## src/rtl/core/bft_pkg.sv

```systemverilog
`default_nettype none

package bft_pkg;

  localparam int IN_TDATA_W  = 104;
  localparam int OUT_TDATA_W = 40;

  localparam logic [1:0] CMD_LOOKUP = 2'd0;
  localparam logic [1:0] CMD_INSERT = 2'd1;
  localparam logic [1:0] CMD_ERASE  = 2'd2;

  localparam logic [1:0] ST_DONE      = 2'd0;
  localparam logic [1:0] ST_PRESENT   = 2'd1;
  localparam logic [1:0] ST_FULL      = 2'd2;
  localparam logic [1:0] ST_NOT_FOUND = 2'd3;

  localparam logic [1:0] DIR_FWD  = 2'd0;
  localparam logic [1:0] DIR_REV  = 2'd1;
  localparam logic [1:0] DIR_NONE = 2'd2;

  typedef enum logic [1:0] {
    OP_LOOKUP,
    OP_INSERT,
    OP_ERASE,
    OP_NOP
  } op_t;

  typedef struct packed {
    logic [15:0] dp;
    logic [15:0] sp;
    logic [31:0] da;
    logic [31:0] sa;
  } key_t;

  typedef struct packed {
    op_t  op;
    key_t key;
  } item_t;

  typedef struct packed {
    logic        valid;
    key_t        key;
    logic [31:0] number;
  } entry_t;

endpackage

`default_nettype wire

```

## src/rtl/core/bft_front.sv

```systemverilog
`default_nettype none

module bft_front
  import bft_pkg::*;
(
  input  wire logic                  clk,
  input  wire logic                  rst,
  input  wire logic                  enable,
  input  wire logic                  s_axis_tvalid,
  output logic                       s_axis_tready,
  input  wire logic [IN_TDATA_W-1:0] s_axis_tdata,
  output logic                       item_valid,
  input  wire logic                  item_ready,
  output item_t                      item
);

  item_t      q [2];
  logic       wp;
  logic       rp;
  logic [1:0] cnt;
  item_t      dec;
  logic       push;
  logic       pop;

  always_comb begin
    dec.key.sa = s_axis_tdata[33:2];
    dec.key.da = s_axis_tdata[65:34];
    dec.key.sp = s_axis_tdata[81:66];
    dec.key.dp = s_axis_tdata[97:82];
    unique case (s_axis_tdata[1:0])
      CMD_LOOKUP: dec.op = OP_LOOKUP;
      CMD_INSERT: dec.op = OP_INSERT;
      CMD_ERASE:  dec.op = OP_ERASE;
      default:    dec.op = OP_NOP;
    endcase
  end

  assign s_axis_tready = enable && (cnt != 2'd2);
  assign item_valid    = (cnt != 2'd0);
  assign item          = q[rp];
  assign push          = s_axis_tvalid && s_axis_tready;
  assign pop           = item_valid && item_ready;

  always_ff @(posedge clk) begin
    if (push) begin
      q[wp] <= dec;
    end
  end

  always_ff @(posedge clk) begin
    if (rst) begin
      wp  <= 1'b0;
      rp  <= 1'b0;
      cnt <= 2'd0;
    end else begin
      if (push) begin
        wp <= ~wp;
      end
      if (pop) begin
        rp <= ~rp;
      end
      case ({push, pop})
        2'b10:   cnt <= cnt + 2'd1;
        2'b01:   cnt <= cnt - 2'd1;
        default: cnt <= cnt;
      endcase
    end
  end

endmodule

`default_nettype wire

```

## config.mk

```make
export PLATFORM = sky130hd
export DESIGN_NAME = bft_front
export DESIGN_NICKNAME = d
export VERILOG_FILES = /design/src/rtl/core/bft_pkg.sv /design/src/rtl/core/bft_front.sv
export SDC_FILE = /design/constraint.sdc
export NUM_CORES = 1
export LEC_CHECK = 0
export BUFFER_PORTS_ARGS = -buffer_cell sky130_fd_sc_hd__buf_2
export CAP_MARGIN = 10
export CORE_MARGIN = 2
export CORE_UTILIZATION = 45
export CTS_BUF_LIST = sky130_fd_sc_hd__clkbuf_4 sky130_fd_sc_hd__clkbuf_8 sky130_fd_sc_hd__clkbuf_16
export DETAILED_ROUTE_END_ITERATION = 10
export GPL_TIMING_DRIVEN = 0
export PLACE_DENSITY = 0.73
export SLEW_MARGIN = 20
export SYNTH_ARGS = -nofsm -noshare
export SYNTH_HDL_FRONTEND = slang
export SYNTH_SLANG_ARGS = --single-unit
export TNS_END_PERCENT = 5
```

## constraint.sdc

```tcl
create_clock -name clk -period 14.6 [get_ports clk]
set_clock_uncertainty 0.2 [all_clocks]
set_input_delay 2.19 -clock clk [delete_from_list [all_inputs] [get_ports clk]]
set_output_delay 2.19 -clock clk [all_outputs]
set_load 0.01 [all_outputs]
```

==> flow_metrics.tcl, run 1 <==
set metrics [dict create \
    wirelength_um 13550 \
    finalCriticalPeriod_ns 4.965 \
    grt_max_degree 56 \
    worstPathArrival_ns 2.58 \
    slew_viol_final 0 \
    drive_above_1_share_pct 61.28 \
    fin_cells 793 \
    max-cap-violations 0 \
    synth_ff_type "edfxtp_1" \
    fillers 1202 \
    setup_viol 0 \
    fp.dieW_um 131.4 \
    regArea_um2 5986 \
    nets 671 \
    synth_cells 332 \
    holdPathStages 2 \
    finalHoldViolCount 0 \
    cp_common_cell "buf_2" \
    die_area_um2 17260 \
    h-tree-depth 1 \
    critPathSlowestCell "and2_1" \
    grtUsageTotal_pct 15.38 \
    io_pins 209 \
    clock_path_buffers 3 \
    grt_pass1_wl_um 21200 \
    p_sw_w 0.0003757 \
    clock_latency_ns 0.48 \
    place_congestion 0.7305 \
    overflow 0 \
    internal-power_w 0.001162 \
    yosysTopAreaCellShare_pct 80.63 \
    power.density_nw_per_um2 163.3 \
    vias 3826 \
    cts_tree "done" \
    fmax_ghz 0.2014 \
    drt_iter0_drc 122 \
    hpwlAfterDp_um 9307 \
    drtPass1Iterations 6 \
    seqPwrFrac_pct 44.9 \
    numCtsBuffers 22 \
    worst-path-buf-inv 2 \
    worst-setup-path-type "input pin to output pin" \
    wl_per_cell_um 17.09 \
    cp.depth 3 \
    synth.most_common_cell "edfxtp_1" \
    synth_area_um2 7300 \
    path_clk_slew_ns 0.06 \
    worst_pin_slew_ns 0.6535 \
    syn_to_final_growth_pct 28.97 \
    synth_edf_count 196 \
    synth_fp_nets 442 \
    yosys_register_bits 201 \
    startpoint_type "input pin" \
    floorplan.initialDensity_pct 45.95 \
    max-slew-margin-rel_pct 56.43 \
    synth_warnings 0 \
    end_kind "output pin" \
    synth.lib_cells_used.distinct 21 \
    drc 0 \
    timing.hold.ws_ns 0.3398 \
    avgSynthCellArea_um2 21.99 \
    antenna_found_initial 2 \
    finalCritPeriodShare_pct 34.01 \
    clkPwrFrac_pct 33.6 \
    synth_common_cells "edfxtp_1, mux2_2, buf_2" \
    async_flop_share_pct 0 \
    rows 46 \
    cts_hold_buf 0 \
    critical_path.top_delay_family "buffers and inverters" \
    rr_worst_depth 4 \
    io_buffer_count 200 \
    cts_setup_buffers 0 \
    hold_class "flop to flop" \
    antenna_left 0 \
    power_switching_share_pct 24.44 \
    die_h_um 131.4 \
    core_area_um2 15890 \
    multi_input_area_um2 1245 \
    p_leak_nw 3.506 \
    viasPerCell 4.825 \
    ir_drop_v 0.00008988 \
    synth.area.top_cells "edfxtp_1, mux2_2, dfxtp_1" \
    utilization_pct 59.26 \
    rsz0062_at_grt "no" \
    cp_max_fo 2 \
    yosys.area.top_type "edfxtp_1" \
    path_cells "buf_2 > and2_1 > buf_2" \
    critPathRequiredTime_ns 12.21 \
    cts_root_buf "clkbuf_16" \
    grt_pass1_vias 4176 \
    cts.repair.resized 0 \
    timing.setup.tns_ns 0 \
    clkSinkCount 201 \
    comb_power_share_pct 21.6 \
    seq_area_frac_synth_pct 82.00 \
    slowest_delay_ns 0.14 \
    status "complete, no violations" \
    placed_cells 753 \
]
-- state kept, by name, summed over array words and instances (netlist names), named ones only --
register / count
q: 196
cnt: 2
rp: 1
wp: 1
-- tightest hold or removal path, delay by kind of cell, from the launching register on --
family / cells / cell delay [ns]
flops: 1 / 0.33
xor+xnor: 1 / 0.09
simple gates: 1 / 0.09
-- power by group through the flow --
stage | clock (W) | combinational, W | sequential [W]
final | 0.000516 | 0.000332 | 0.000690
after global routing | 0.000552 | 0.000359 | 0.000693
after CTS | 0.000530 | 0.000338 | 0.000690
after detailed placement | 0 | 0.000335 | 0.000702
after global placement | 0 | 0.000320 | 0.000707
after floorplan | 0 | 0.000206 | 0.000703
-- final timing paths --
kind	endpoint	start	slack [ns]
max	s_axis_tready	enable	9.63
min	rp	rp	0.34
max reg2reg	q[1][96]	cnt[0]	12.33
min reg2reg	rp	rp	0.34
-- metrics by stage --
stage          instance area [um^2]  total power, W  setup slack, ns
4_1_cts                        9412        0.001558            9.633
2_1_floorplan                  7300       0.0009089            7.445
3_3_place_gp                   8571        0.001027            5.366
6_report                       9414        0.001537            9.635
3_5_place_dp                   8713        0.001038            9.634
5_1_grt                        9414        0.001604            9.610
-- layer usage --
metal,track usage (%),wire [um]
met5,0,0
met4,4.891,308
met3,5.208,1295
met2,26.32,6700
met1,18.44,5247
-- layout make-up --
cell class                 instances  area share, %
buffer                            13         0.8639
clock buffer                      35          7.204
antenna                            1        0.02658
multi-input combinational        118          13.22
tap                              216          2.871
clock inverter                     4         0.2127
timing repair buffer             205          12.01
sequential                       201          63.58
-- logic make-up after synthesis --
logic type | count (synthesis) | synth area share [%]
AO/OA/AOI/OAI | 3 | 0.2399
multiplexers | 99 | 15.27
buffers and inverters | 13 | 1.114
AND/OR/NAND/NOR | 12 | 0.8402
flip-flops | 201 | 82.00
XOR/XNOR | 3 | 0.3600
adder cells (fa/ha/maj) | 1 | 0.1714
-- cells in the final DEF, fill, tap and decap left out, drive strengths merged, types with 2 or more instances in the layout --
cell type and instances:
clkbuf 37, edfxtp 196, clkinv 3, buf 216, xnor2 2, mux2 99, nor2 5, dfxtp 5
No activity file was read; power rests on OpenSTA's default activity.
==> run 2: changes to the inputs <==
Clock period 14.6 ns to 4.9 ns, I/O delays scaled along.
==> flow_metrics.tcl, run 2 (synthesis gave the netlist of run 1 again) <==
set metrics [dict create \
    cts_root_buf "clkbuf_16" \
    power_switching_share_pct 24.57 \
    clkSinkCount 201 \
    comb_power_share_pct 22.2 \
    worst-setup-path-type "flop to output pin" \
    ir_drop_v 0.0002525 \
    finalHoldViolCount 0 \
    clkPwrFrac_pct 31.6 \
    clock_latency_ns 0.47 \
    grt_max_degree 46 \
    top_regs "q x196, cnt x2" \
    hpwlAfterDp_um 9098 \
    largest_reg_flops 196 \
    regToRegSetupSlack_ns 2.71 \
    cts_hold_buf 0 \
    rows 46 \
    h-tree-depth 1 \
    seqPwrFrac_pct 46.2 \
    drive_above_1_share_pct 60.80 \
    cp_common_cell "buf_2" \
    fp.dieW_um 131.4 \
    numCtsBuffers 21 \
    timing.hold.ws_ns 0.2516 \
    grt_pass1_vias 4069 \
    worstPathArrival_ns 1.89 \
    path_cells "buf_2 > buf_2 > mux2_2 > buf_2" \
    slowest_delay_ns 0.39 \
    power.density_nw_per_um2 475.2 \
    io_pins 209 \
    startpoint_type "flop" \
    critPathRequiredTime_ns 3.96 \
    wirelength_um 13340 \
    viasPerCell 4.814 \
    drtPass1Iterations 4 \
    layout_commonest_cell "buf_2" \
    syn_to_final_growth_pct 28.06 \
    antenna_left 0 \
    antenna_found_initial 1 \
    finalCriticalPeriod_ns 2.830 \
    worst_pin_slew_ns 0.3314 \
    hold_class "input pin to flop" \
    p_sw_w 0.001092 \
    wl_per_cell_um 16.86 \
    critPathSlowestCell "mux2_2" \
    drc 0 \
    cts.repair.resized 0 \
    slew_viol_final 0 \
    cts_tree "done" \
    place_congestion 0.7207 \
    nets 671 \
    cts_setup_buffers 0 \
    largest-register "q" \
    vias 3808 \
    clock_path_buffers 3 \
    grt_pass1_wl_um 20680 \
    core_area_um2 15890 \
    grtUsageTotal_pct 15.04 \
    max-cap-violations 0 \
    end_kind "output pin" \
    io_buffer_count 200 \
    setup_viol 0 \
    max-slew-margin-rel_pct 77.85 \
    overflow 0 \
    timing.setup.tns_ns 0 \
    rsz0062_at_grt "no" \
    cp_max_fo 10 \
    path_clk_slew_ns 0.06 \
    fmax_ghz 0.3534 \
    internal-power_w 0.003351 \
    finalCritPeriodShare_pct 57.75 \
    die_h_um 131.4 \
    floorplan.initialDensity_pct 45.95 \
    layout_common_cells "buf_2, edfxtp_1, mux2_2" \
    drt_iter0_drc 246 \
    die_area_um2 17260 \
    p_leak_nw 3.466 \
    status "complete, no violations" \
]
-- run 2: power groups by stage --
stage	combinational [W]	clock [W]	sequential, W
after floorplan	0.000613	0	0.00209
after global placement	0.000952	0	0.00210
after detailed placement	0.000996	0	0.00209
after CTS	0.00100	0.00145	0.00206
after global routing	0.00106	0.00152	0.00206
final	0.000986	0.00140	0.00205
-- run 2: worst paths after layout --
path | start | endpoint | cells after the start
worst max-delay path | flop | item[33] | 4
worst min-delay path | s_axis_tdata[7] | q[0][5] | 1
worst max register to register | cnt[0] | q[1][3] | 5
worst min register to register | rp | rp | 2
-- run 2: final cells by class --
type	instances	area, um^2
repair buffers	206	1144
clock buffers	30	593.1
multi-input cells	118	1245
flip-flops and latches	201	5986
diodes	1	2.502
fillers	1242	6538
well taps	216	270.3
plain buffers	13	81.33
clock inverters	6	26.28
-- run 2: per-layer routing --
metal / share of wire (%) / global-route usage (%) / routed length [um]
met3: 7.4 / 3.742 / 982
met2: 49 / 25.96 / 6601
met4: 2.2 / 4.408 / 296
met1: 41 / 18.91 / 5459
met5: 0 / 0 / 0
-- run 2: through the flow --
stage                     instances  power (W)  utilization (%)  setup WS [ns]  cell area (um^2)
final                           791   0.004442            58.85          2.070              9348
after global routing            791   0.004643            58.85          1.957              9348
after CTS                       790   0.004505            58.83          2.021              9345
after detailed placement        754   0.003086            54.93          2.433              8726
after global placement          748   0.003050            53.97        -0.5768              8573
after floorplan                 332   0.002703                -         0.8427              7302
-- run 2: worst max-delay path, delay by kind of cell, from the launching register on --
kind | cells | cell delay (ns)
multiplexers | 1 | 0.39
buffers and inverters | 3 | 0.74
flip-flops | 1 | 0.30
